**config.mk**
```make
export PLATFORM = sky130hd
export DESIGN_NAME = foot_bumper_contact_qualifier
export DESIGN_NICKNAME = d
export VERILOG_FILES = /design/src/rtl/fbcq_pkg.sv /design/src/rtl/fbcq_key.sv /design/src/rtl/fbcq_foot.sv /design/src/rtl/foot_bumper_contact_qualifier.sv
export SDC_FILE = /design/constraint.sdc
export NUM_CORES = 1
export LEC_CHECK = 0
export BUFFER_PORTS_ARGS = -buffer_cell sky130_fd_sc_hd__buf_4
export CORE_AREA = 3 3 179 181
export CTS_BUF_LIST = sky130_fd_sc_hd__clkbuf_16
export DETAILED_ROUTE_END_ITERATION = 16
export DIE_AREA = 0 0 182 184
export GPL_TIMING_DRIVEN = 0
export PLACE_DENSITY = 0.74
export SYNTH_ARGS = -nofsm -noshare
export SYNTH_HDL_FRONTEND = slang
export SYNTH_SLANG_ARGS = --single-unit
```
**constraint.sdc**
```tcl
create_clock -name aclk -period 14.5 [get_ports aclk]
set_clock_uncertainty 0.05 [all_clocks]
set_input_delay 0.725 -clock aclk [delete_from_list [all_inputs] [get_ports aclk]]
set_output_delay 0.725 -clock aclk [all_outputs]
set_load 0.02 [all_outputs]
```
**src/rtl/fbcq_pkg.sv**
```systemverilog
package fbcq_pkg;

    localparam int COUNT_W    = 16;
    localparam int THRESH_W   = 7;
    localparam int TIME_W     = 32;
    localparam int CFG_IDX_W  = 2;
    localparam int CFG_DATA_W = 16;
    localparam int IN_DATA_W  = 48;
    localparam int OUT_DATA_W = 104;
    localparam int NUM_KEYS   = 4;

    localparam logic [COUNT_W-1:0]  COUNT_MAX          = '1;
    localparam logic [THRESH_W-1:0] THRESHOLD_RESET    = 7'd3;
    localparam logic [COUNT_W-1:0]  STUCK_LIMIT_RESET  = 16'd1000;

    typedef enum logic [1:0] {
        MOTION_STAND = 2'd0,
        MOTION_WALK  = 2'd1,
        MOTION_OTHER = 2'd2,
        MOTION_SPARE = 2'd3
    } motion_t;

    typedef enum logic [2:0] {
        PHASE_INITIAL = 3'd0,
        PHASE_READY   = 3'd1,
        PHASE_SET     = 3'd2,
        PHASE_PLAYING = 3'd3
    } phase_t;

    typedef enum logic [CFG_IDX_W-1:0] {
        CFG_LEFT_DEFECT  = 2'd0,
        CFG_RIGHT_DEFECT = 2'd1,
        CFG_THRESHOLD    = 2'd2,
        CFG_STUCK_LIMIT  = 2'd3
    } cfg_index_t;

    typedef struct packed {
        logic              contact;
        logic [COUNT_W-1:0] duration;
        logic [TIME_W-1:0]  last;
    } foot_result_t;

endpackage

```
**src/rtl/fbcq_key.sv**
```systemverilog
module fbcq_key (
    input  logic                            aclk,
    input  logic                            aresetn,
    input  logic                            enable,
    input  logic                            pressed,
    input  logic [fbcq_pkg::COUNT_W-1:0]    stuck_limit,
    output logic                            trusted
);

    logic [fbcq_pkg::COUNT_W-1:0] count_reg;
    logic [fbcq_pkg::COUNT_W-1:0] count_next;

    always_comb begin
        if (!pressed) begin
            count_next = '0;
        end else if (count_reg == fbcq_pkg::COUNT_MAX) begin
            count_next = count_reg;
        end else begin
            count_next = count_reg + 1'b1;
        end
        trusted = pressed && (count_next < stuck_limit);
    end

    always_ff @(posedge aclk) begin
        if (!aresetn) begin
            count_reg <= '0;
        end else if (enable) begin
            count_reg <= count_next;
        end
    end

endmodule

```
**src/rtl/fbcq_foot.sv**
```systemverilog
module fbcq_foot #(
    parameter int WINDOW_LEN = 16
) (
    input  logic                             aclk,
    input  logic                             aresetn,
    input  logic                             accept,
    input  logic                             contact,
    input  logic                             gate,
    input  logic [fbcq_pkg::THRESH_W-1:0]    threshold,
    input  logic [fbcq_pkg::TIME_W-1:0]      now,
    output fbcq_pkg::foot_result_t           result
);

    localparam int SUM_W = $clog2(WINDOW_LEN + 1);
    localparam int THR_W = fbcq_pkg::THRESH_W;

    logic [WINDOW_LEN-1:0]             win_reg;
    logic [WINDOW_LEN-1:0]             win_next;
    logic [SUM_W-1:0]                  sum_reg;
    logic [SUM_W-1:0]                  sum_next;
    logic [fbcq_pkg::COUNT_W-1:0]      run_reg;
    logic [fbcq_pkg::COUNT_W-1:0]      run_next;
    logic [fbcq_pkg::TIME_W-1:0]       held_reg;
    logic [fbcq_pkg::TIME_W-1:0]       held_next;
    logic                              report;

    // newest bit in at the bottom, oldest drops out at the top
    always_comb begin
        win_next[0] = contact;
        for (int i = 1; i < WINDOW_LEN; i++) begin
            win_next[i] = win_reg[i-1];
        end
        sum_next = sum_reg - SUM_W'(win_reg[WINDOW_LEN-1]) + SUM_W'(contact);
        if (!contact) begin
            run_next = '0;
        end else if (run_reg == fbcq_pkg::COUNT_MAX) begin
            run_next = run_reg;
        end else begin
            run_next = run_reg + 1'b1;
        end
        report    = gate && (THR_W'(sum_next) > threshold);
        held_next = (report && contact) ? now : held_reg;
        result.contact  = report;
        result.duration = report ? run_next : '0;
        result.last     = held_next;
    end

    always_ff @(posedge aclk) begin
        if (!aresetn) begin
            win_reg  <= '0;
            sum_reg  <= '0;
            run_reg  <= '0;
            held_reg <= '0;
        end else if (accept) begin
            win_reg  <= win_next;
            sum_reg  <= sum_next;
            run_reg  <= run_next;
            held_reg <= held_next;
        end
    end

    a_sum_matches_window: assert property (@(posedge aclk) disable iff (!aresetn)
        $countones(win_reg) == int'(sum_reg))
        else $error("window sum out of step with window bits");

    a_held_only_on_request: assert property (@(posedge aclk) disable iff (!aresetn)
        !accept |=> $stable(held_reg))
        else $error("held timestamp changed without a request");

    a_run_cleared_without_contact: assert property (@(posedge aclk) disable iff (!aresetn)
        accept && !contact |=> run_reg == '0)
        else $error("run length not cleared on a frame without contact");

endmodule

```
**src/rtl/foot_bumper_contact_qualifier.sv**
```systemverilog
// Foot bumper contact qualifier.
// Input stream s_*: one request per sensor frame carrying the four bumper key
// levels, motion code, game phase, upright flag and frame timestamp.
// Output stream m_*: one result per request with qualified contact, contact
// duration and held last-contact timestamp for each foot.
// Config port: cfg_wr_en/cfg_index/cfg_wr_data; the user must write it only
// while idle, as the block itself does not enforce this; index 0 left defect,
// 1 right defect, 2 window threshold, 3 stuck limit. The result is registered:
// a request accepted at one edge has its result on m_tdata with m_tvalid high
// after that edge. One request per cycle is taken while s_tready is high; the
// key counters and window sums feed the result register combinationally.
// s_tready is high while the result register is empty or being taken, so a
// stalled receiver holds the result and back-pressures the input with no
// loss. Reset (aresetn low, synchronous) clears all counters, windows, held
// timestamps and the result valid, and loads the register defaults
// (threshold 3, stuck limit 1000, no defective foot).
module foot_bumper_contact_qualifier #(
    parameter int WINDOW_LEN = 16
) (
    input  logic                               aclk,
    input  logic                               aresetn,
    input  logic                               s_tvalid,
    output logic                               s_tready,
    // left_outer_pressed, left_inner_pressed, right_inner_pressed,
    // right_outer_pressed, motion_code, game_phase, upright, frame_time
    input  logic [fbcq_pkg::IN_DATA_W-1:0]     s_tdata,
    output logic                               m_tvalid,
    input  logic                               m_tready,
    // contact_left, contact_right, duration_left, duration_right,
    // last_contact_left, last_contact_right
    output logic [fbcq_pkg::OUT_DATA_W-1:0]    m_tdata,
    input  logic                               cfg_wr_en,
    input  logic [fbcq_pkg::CFG_IDX_W-1:0]     cfg_index,
    input  logic [fbcq_pkg::CFG_DATA_W-1:0]    cfg_wr_data
);

    logic                              left_defect_reg;
    logic                              right_defect_reg;
    logic [fbcq_pkg::THRESH_W-1:0]     threshold_reg;
    logic [fbcq_pkg::COUNT_W-1:0]      stuck_limit_reg;

    logic                              accept;
    logic [fbcq_pkg::NUM_KEYS-1:0]     key_enable;
    logic [fbcq_pkg::NUM_KEYS-1:0]     key_trusted;
    logic                              contact_left;
    logic                              contact_right;
    logic                              gate;
    fbcq_pkg::motion_t                 motion;
    fbcq_pkg::phase_t                  phase;
    logic                              upright;
    logic [fbcq_pkg::TIME_W-1:0]       now;
    fbcq_pkg::foot_result_t            left_result;
    fbcq_pkg::foot_result_t            right_result;

    logic                              m_tvalid_reg;
    logic [fbcq_pkg::OUT_DATA_W-1:0]   m_tdata_reg;
    logic [fbcq_pkg::OUT_DATA_W-1:0]   m_tdata_next;

    always_ff @(posedge aclk) begin
        if (!aresetn) begin
            left_defect_reg  <= 1'b0;
            right_defect_reg <= 1'b0;
            threshold_reg    <= fbcq_pkg::THRESHOLD_RESET;
            stuck_limit_reg  <= fbcq_pkg::STUCK_LIMIT_RESET;
        end else if (cfg_wr_en) begin
            unique case (fbcq_pkg::cfg_index_t'(cfg_index))
                fbcq_pkg::CFG_LEFT_DEFECT:  left_defect_reg  <= cfg_wr_data[0];
                fbcq_pkg::CFG_RIGHT_DEFECT: right_defect_reg <= cfg_wr_data[0];
                fbcq_pkg::CFG_THRESHOLD:    threshold_reg    <= cfg_wr_data[fbcq_pkg::THRESH_W-1:0];
                fbcq_pkg::CFG_STUCK_LIMIT:  stuck_limit_reg  <= cfg_wr_data[fbcq_pkg::COUNT_W-1:0];
                default: ;
            endcase
        end
    end

    assign s_tready = !m_tvalid_reg || m_tready;
    assign accept   = s_tvalid && s_tready;

    assign motion  = fbcq_pkg::motion_t'(s_tdata[5:4]);
    assign phase   = fbcq_pkg::phase_t'(s_tdata[8:6]);
    assign upright = s_tdata[9];
    assign now     = s_tdata[41:10];

    // a defective foot freezes its key counters
    assign key_enable = {{2{accept && !right_defect_reg}}, {2{accept && !left_defect_reg}}};

    for (genvar k = 0; k < fbcq_pkg::NUM_KEYS; k++) begin : g_key
        fbcq_key u_key (
            .aclk        (aclk),
            .aresetn     (aresetn),
            .enable      (key_enable[k]),
            .pressed     (s_tdata[k]),
            .stuck_limit (stuck_limit_reg),
            .trusted     (key_trusted[k])
        );
    end

    assign contact_left  = !left_defect_reg && (key_trusted[0] || key_trusted[1]);
    assign contact_right = !right_defect_reg && (key_trusted[2] || key_trusted[3]);

    assign gate = (motion == fbcq_pkg::MOTION_STAND || motion == fbcq_pkg::MOTION_WALK)
               && (phase == fbcq_pkg::PHASE_READY || phase == fbcq_pkg::PHASE_SET
                   || phase == fbcq_pkg::PHASE_PLAYING)
               && upright;

    fbcq_foot #(.WINDOW_LEN(WINDOW_LEN)) u_foot_left (
        .aclk      (aclk),
        .aresetn   (aresetn),
        .accept    (accept),
        .contact   (contact_left),
        .gate      (gate),
        .threshold (threshold_reg),
        .now       (now),
        .result    (left_result)
    );

    fbcq_foot #(.WINDOW_LEN(WINDOW_LEN)) u_foot_right (
        .aclk      (aclk),
        .aresetn   (aresetn),
        .accept    (accept),
        .contact   (contact_right),
        .gate      (gate),
        .threshold (threshold_reg),
        .now       (now),
        .result    (right_result)
    );

    assign m_tdata_next = {6'd0,
                           right_result.last, left_result.last,
                           right_result.duration, left_result.duration,
                           right_result.contact, left_result.contact};

    always_ff @(posedge aclk) begin
        if (!aresetn) begin
            m_tvalid_reg <= 1'b0;
        end else if (accept) begin
            m_tvalid_reg <= 1'b1;
        end else if (m_tready) begin
            m_tvalid_reg <= 1'b0;
        end
    end

    always_ff @(posedge aclk) begin
        if (accept) begin
            m_tdata_reg <= m_tdata_next;
        end
    end

    assign m_tvalid = m_tvalid_reg;
    assign m_tdata  = m_tdata_reg;

    a_left_duration_gated: assert property (@(posedge aclk) disable iff (!aresetn)
        m_tvalid && !m_tdata[0] |-> m_tdata[17:2] == '0)
        else $error("left duration shown without reported contact");

    a_right_duration_gated: assert property (@(posedge aclk) disable iff (!aresetn)
        m_tvalid && !m_tdata[1] |-> m_tdata[33:18] == '0)
        else $error("right duration shown without reported contact");

    a_no_report_when_gate_closed: assert property (@(posedge aclk) disable iff (!aresetn)
        accept && !gate |=> m_tdata[1:0] == '0)
        else $error("contact reported with gate closed");

endmodule

```
Word-level counts from Yosys, hierarchy flattened
Index checks and enable logic that the tools add are counted.
{"block": "word_totals", "register_bits": 326, "input_bits": 71, "out_inout_bits": 106, "wordCells": 96}
{"block": "op_classes", "add_sub_neg": 10, "n_lt_le_gt_ge": 6, "eq_ne": 13, "mux": 16, "reduce_logical": 31}
{"cell": "$mux 16", "count": 12}
{"cell": "$add 16x1->16 const B", "count": 6}
{"cell": "$eq 16x16->1 const B", "count": 6}
{"cell": "$lt 16x16->1", "count": 4}
{"cell": "$mux 32", "count": 2}
{"cell": "$logic_and 1x1->1", "count": 15}
{"cell": "$gt 5x7->1", "count": 2}
{"cell": "$add 5x1->5", "count": 2}
{"cell": "$sub 5x1->5", "count": 2}
{"cell": "$reduce_and 2->1", "count": 4}
{"cell": "$eq 3x2->1 const B", "count": 2}
{"cell": "$logic_or 1x1->1", "count": 6}
{"cell": "$eq 2x1->1 const B", "count": 2}
{"cell": "$eq 2x2->1 const B", "count": 2}
{"cell": "$logic_not 2->1", "count": 2}
{"cell": "$eq 3x1->1 const B", "count": 1}
{"cell": "$logic_not 1->1", "count": 3}
{"cell": "$mux 1", "count": 2}
{"cell": "$reduce_bool 2->1", "count": 1}

Logic depth before layout (Yosys ltp)
{"block": "depth", "ltp_word": 12, "mapped_depth": 32, "ltp_nobuf": 28}

Hierarchy
From an unflattened synthesis, not the netlist that was laid out.
{"block": "hier_totals", "hier_cells": 2007, "hier_area_um2": 18402.6}
{"mod": "fbcq_foot", "instances": 2, "cells_each": 457, "area_each_um2": 3915.0, "seq_area_each_um2": 1381.3}
{"mod": "foot_bumper_contact_qualifier", "instances": 1, "cells_each": 229, "area_each_um2": 4111.4, "seq_area_each_um2": 3463.3}
{"mod": "fbcq_key (g_key[0].u_key ...)", "instances": 2, "cells_each": 220, "area_each_um2": 1681.6, "seq_area_each_um2": 320.3}
{"mod": "fbcq_key (g_key[1].u_key ...)", "instances": 2, "cells_each": 212, "area_each_um2": 1549.0, "seq_area_each_um2": 320.3}

Worst setup path before layout
No wires, ideal clock.
{"block": "synth_path", "path_kind": "flip-flop to flip-flop", "startpoint": "register g_key[1].u_key.count_reg[0] (netlist name)", "endpoint": "register m_tdata_reg, in the netlist m_tdata[34] (data pin)", "setup_ns": 0.260, "arrival_time_ns": 6.024, "t_required_ns": 14.190, "setup_slack_ns": 8.166, "path_stages_with_launch": 29, "n_path_buf": 3, "period_less_slack_ns": 6.334, "path_cell_list": "dfxtp_1 > ha_1 > nand3_1 > nor3_1 > a211oi_1 > nor2b_1 > nand3_1 > xor2_1 > nor2_1 > ha_1 > a21o_1 > a21o_1 > a2111oi_0 > a22o_4 > clkbuf_1 > ha_1 > inv_1 > fa_1 > inv_1 > a21o_1 > a21oi_1 > xnor2_1 > ha_1 > and3_1 > a311oi_1 > nand2_4 > buf_8 > buf_12 > mux2_4"}
{"element": "from (decl)", "line_no": "fbcq_key.sv:10", "rtl": "logic [fbcq_pkg::COUNT_W-1:0] count_reg;"}
{"element": "from (signal assigned)", "line_no": "fbcq_key.sv:28", "rtl": "count_reg <= count_next;"}
{"element": "to (signal assigned)", "line_no": "foot_bumper_contact_qualifier.sv:145", "rtl": "m_tdata_reg <= m_tdata_next;"}
{"element": "to (decl)", "line_no": "foot_bumper_contact_qualifier.sv:56", "rtl": "logic [fbcq_pkg::OUT_DATA_W-1:0] m_tdata_reg;"}

==> impl_metrics.toml <==
[setup_path]
reg2reg_slack_ps = 6570
r2r-start = "g_key[0].u_key.count_reg[0]$_SDFFE_PN0P_"
cpPeakStageDelay_ps = 1080
start_kind = "flip-flop"
cpMostUsedCell = "ha_1"
crit_path_max_fanout = 10
r2r-end = "m_tdata[35]$_DFFE_PP_"
worstSetupPathType = "reg -> reg"
required_ps = 14720
endpoint_kind = "flip-flop"
worstRegToRegCells = 28
slowest_stage = "a311oi_1"
cp.arrival_ps = 8140

[cts]
clockBufferDepth = 3
cts_setup_buffers = 0
cts.sinks = 326
cts-resized-gates = 0
htree_levels = 2
cts_tree = "built"
clk_latency_ps = 530
clk_pin_slew_ps = 60
cts-root-buf = "clkbuf_16"
cts-buffers-inserted = 36
hold_buffers = 0

[synthesis]
synth_top_cells_by_count = "nand2_1, dfxtp_1, a21oi_1"
synth_area_um2 = 16700
avgSynthCellArea_um2 = 8.91
synth_edf_count = 98
ys_seq_area_share_pct = 45.0
yosysMostFrequentCell = "nand2_1"
netlist.top_cell.by_area = "dfxtp_1"
synthCells = 1874
synth_area_leaders = "dfxtp_1, edfxtp_1, nand2_1"
ys.flop_type = "dfxtp_1"
synthDistinctLibCells = 72
synth_top_area_share_pct = 27.3
synthArstFlopShare_pct = 0
yosysWarnings = 0
synth_seq_cells = 326

[drt]
vias = 14400
ant_nets = 0
first_iter_violations = 1160
drc = 0
viasPerCell = 5.76
wl_per_cell_um = 17.1
first_pass_iters = 5
wl_mm = 42.9

[cells_and_area]
finalNonFillerCells = 2504
drive_gt1_share_pct = 15.4
regArea_um2 = 7510
multi_input_area_um2 = 8460
syn_to_final_growth_pct = 17.5
nFillCells = 2508
largest_reg_flops = 98
n_antenna_cell = 0
nets = 2239

[floorplan]
num_rows = 64
die_area_um2 = 33500
die_h_um = 184
chipWidth_um = 182
io_pins = 177
initial_core_util_pct = 54.6
core_um2 = 30600

[run_status]
status = "finished clean"

[grt]
grt.overflow.total = 0
grt_pass1_wl_mm = 69.2
grt_max_degree = 58
grt_pass1_vias = 13700
grt_usage_pct = 25.0
antenna_found_initial = 0

[placed_design]
gp_congestion = 0.904
portBuffers = 162
dp_hpwl_mm = 30.7
dpl.cell_count = 2438

[sta]
fin_crit_sh_pct = 54.7
min_period_ps = 7930
setup-tns-final_ps = 0
hold_viol_final = 0
slew_viol_final = 0
tightest_slew_ps = 1380
rsz0062_at_grt = "false"
fmax_ghz = 0.126
setup_viol = 0
slew-limit-headroom_pct = 7.55

[hold_path]
worstHoldPathCells = 3
hold_path_startpoint = "cfg_wr_data[9]"
holdPathEnd = "stuck_limit_reg[9]$_SDFFE_PN1P_"
hold_path.class = "in -> reg"

[pwr]
ir_drop_mv = 0.0842
power_density_nw_per_um2 = 109
p_leak_nw = 7.94

[job]
drv_cap = 0
==> worst max path at each step <==
stage,from,to,slack [ps]
2_1_floorplan,g_key[1].u_key.count_reg[0]$_SDFFE_PN0P_,m_tdata[34]$_DFFE_PP_,8170
3_3_place_gp,g_key[1].u_key.count_reg[0]$_SDFFE_PN0P_,m_tdata[65]$_DFFE_PP_,6850
3_5_place_dp,g_key[0].u_key.count_reg[0]$_SDFFE_PN0P_,m_tdata[34]$_DFFE_PP_,6810
4_1_cts,g_key[0].u_key.count_reg[0]$_SDFFE_PN0P_,m_tdata[34]$_DFFE_PP_,6700
5_1_grt,g_key[1].u_key.count_reg[0]$_SDFFE_PN0P_,m_tdata[34]$_DFFE_PP_,6180
6_report,g_key[0].u_key.count_reg[0]$_SDFFE_PN0P_,m_tdata[35]$_DFFE_PP_,6570
==> cells by family (layout without fill, tap and decap cells) <==
logic type      after synthesis  in the layout  share of synthesized area (%)
fa+ha+maj                    88             88                           6.69
mux                         104            104                           6.79
buf+inv                     161            390                           4.45
compound gates              344            344                           11.8
simple gates                776            776                           21.4
xor+xnor                     74             74                           3.88
flops                       326            326                           45.0
other cells                   1              6                         0.0225
==> metrics by stage <==
stage	worst slack (ps)	utilization, %	power, mW	hold WS (ps)	cell area, um^2
5_1_grt	6180	64.1	2.21	383	19600
3_3_place_gp	6850	60.2	1.26	386	18400
2_1_floorplan	8170	-	1.17	382	16700
3_5_place_dp	6810	60.3	1.26	395	18500
6_report	6570	64.1	2.13	382	19600
4_1_cts	6700	64.1	2.15	369	19600
==> per-layer routing <==
| metal | wire length [um] | vias up | global-route usage (%) |
|---|---|---|---|
| met4 | 1170 | 0 | 7.53 |
| met1 | 19100 | 6799 | 34.3 |
| met5 | 0 | - | 0 |
| met3 | 3190 | 84 | 3.90 |
| li1 | - | 6979 | - |
| met2 | 19400 | 559 | 41.0 |
==> cells in the final DEF (no fill, tap or decap), types with 9 or more instances in the layout <==
cell	netlist	layout
and3_1	23	23
inv_1	53	62
and2_1	20	20
a21oi_1	171	171
o21ai_0	79	79
xor2_1	34	34
xnor2_1	40	40
clkbuf_16	0	38
dfxtp_1	228	228
ha_1	86	86
o21a_1	9	9
mux2_2	61	61
a31oi_1	13	13
buf_4	13	175
a211oi_1	9	9
nor3_1	47	47
nor2_1	146	146
mux2i_1	39	39
nor2b_1	16	16
clkbuf_1	70	69
nand4_1	35	35
o211ai_1	11	11
edfxtp_1	98	98
a21o_1	17	17
nand3_1	83	83
nand2_1	346	346
==> power by group <==
part	total (mW)	internal, mW	switching (mW)	leakage (nW)
sequential	0.987	0.972	0.0148	2.83
combinational	0.257	0.0999	0.157	4.51
clock	0.890	0.515	0.376	0.599
==> cell type report <==
cell class,instances,share of cell area [%]
Sequential cell,326,38.3
Inverter,56,1.08
Tap cell,396,2.53
Clock buffer,38,4.85
Buffer,105,2.72
Multi-Input combinational cell,1392,43.1
Clock inverter,28,1.07
Timing Repair Buffer,163,6.34
==> worst max-delay path: cells and delay by family, from the launching register on <==
kind	cells	cell delay, ps
AND/OR/NAND/NOR	8	1490
buffers and inverters	6	1190
flip-flops	1	430
adder cells (fa/ha/maj)	5	1480
multiplexers	1	290
AO/OA/AOI/OAI	7	2520
XOR/XNOR	1	200
Note: power is estimated with default switching activity, not from simulation.
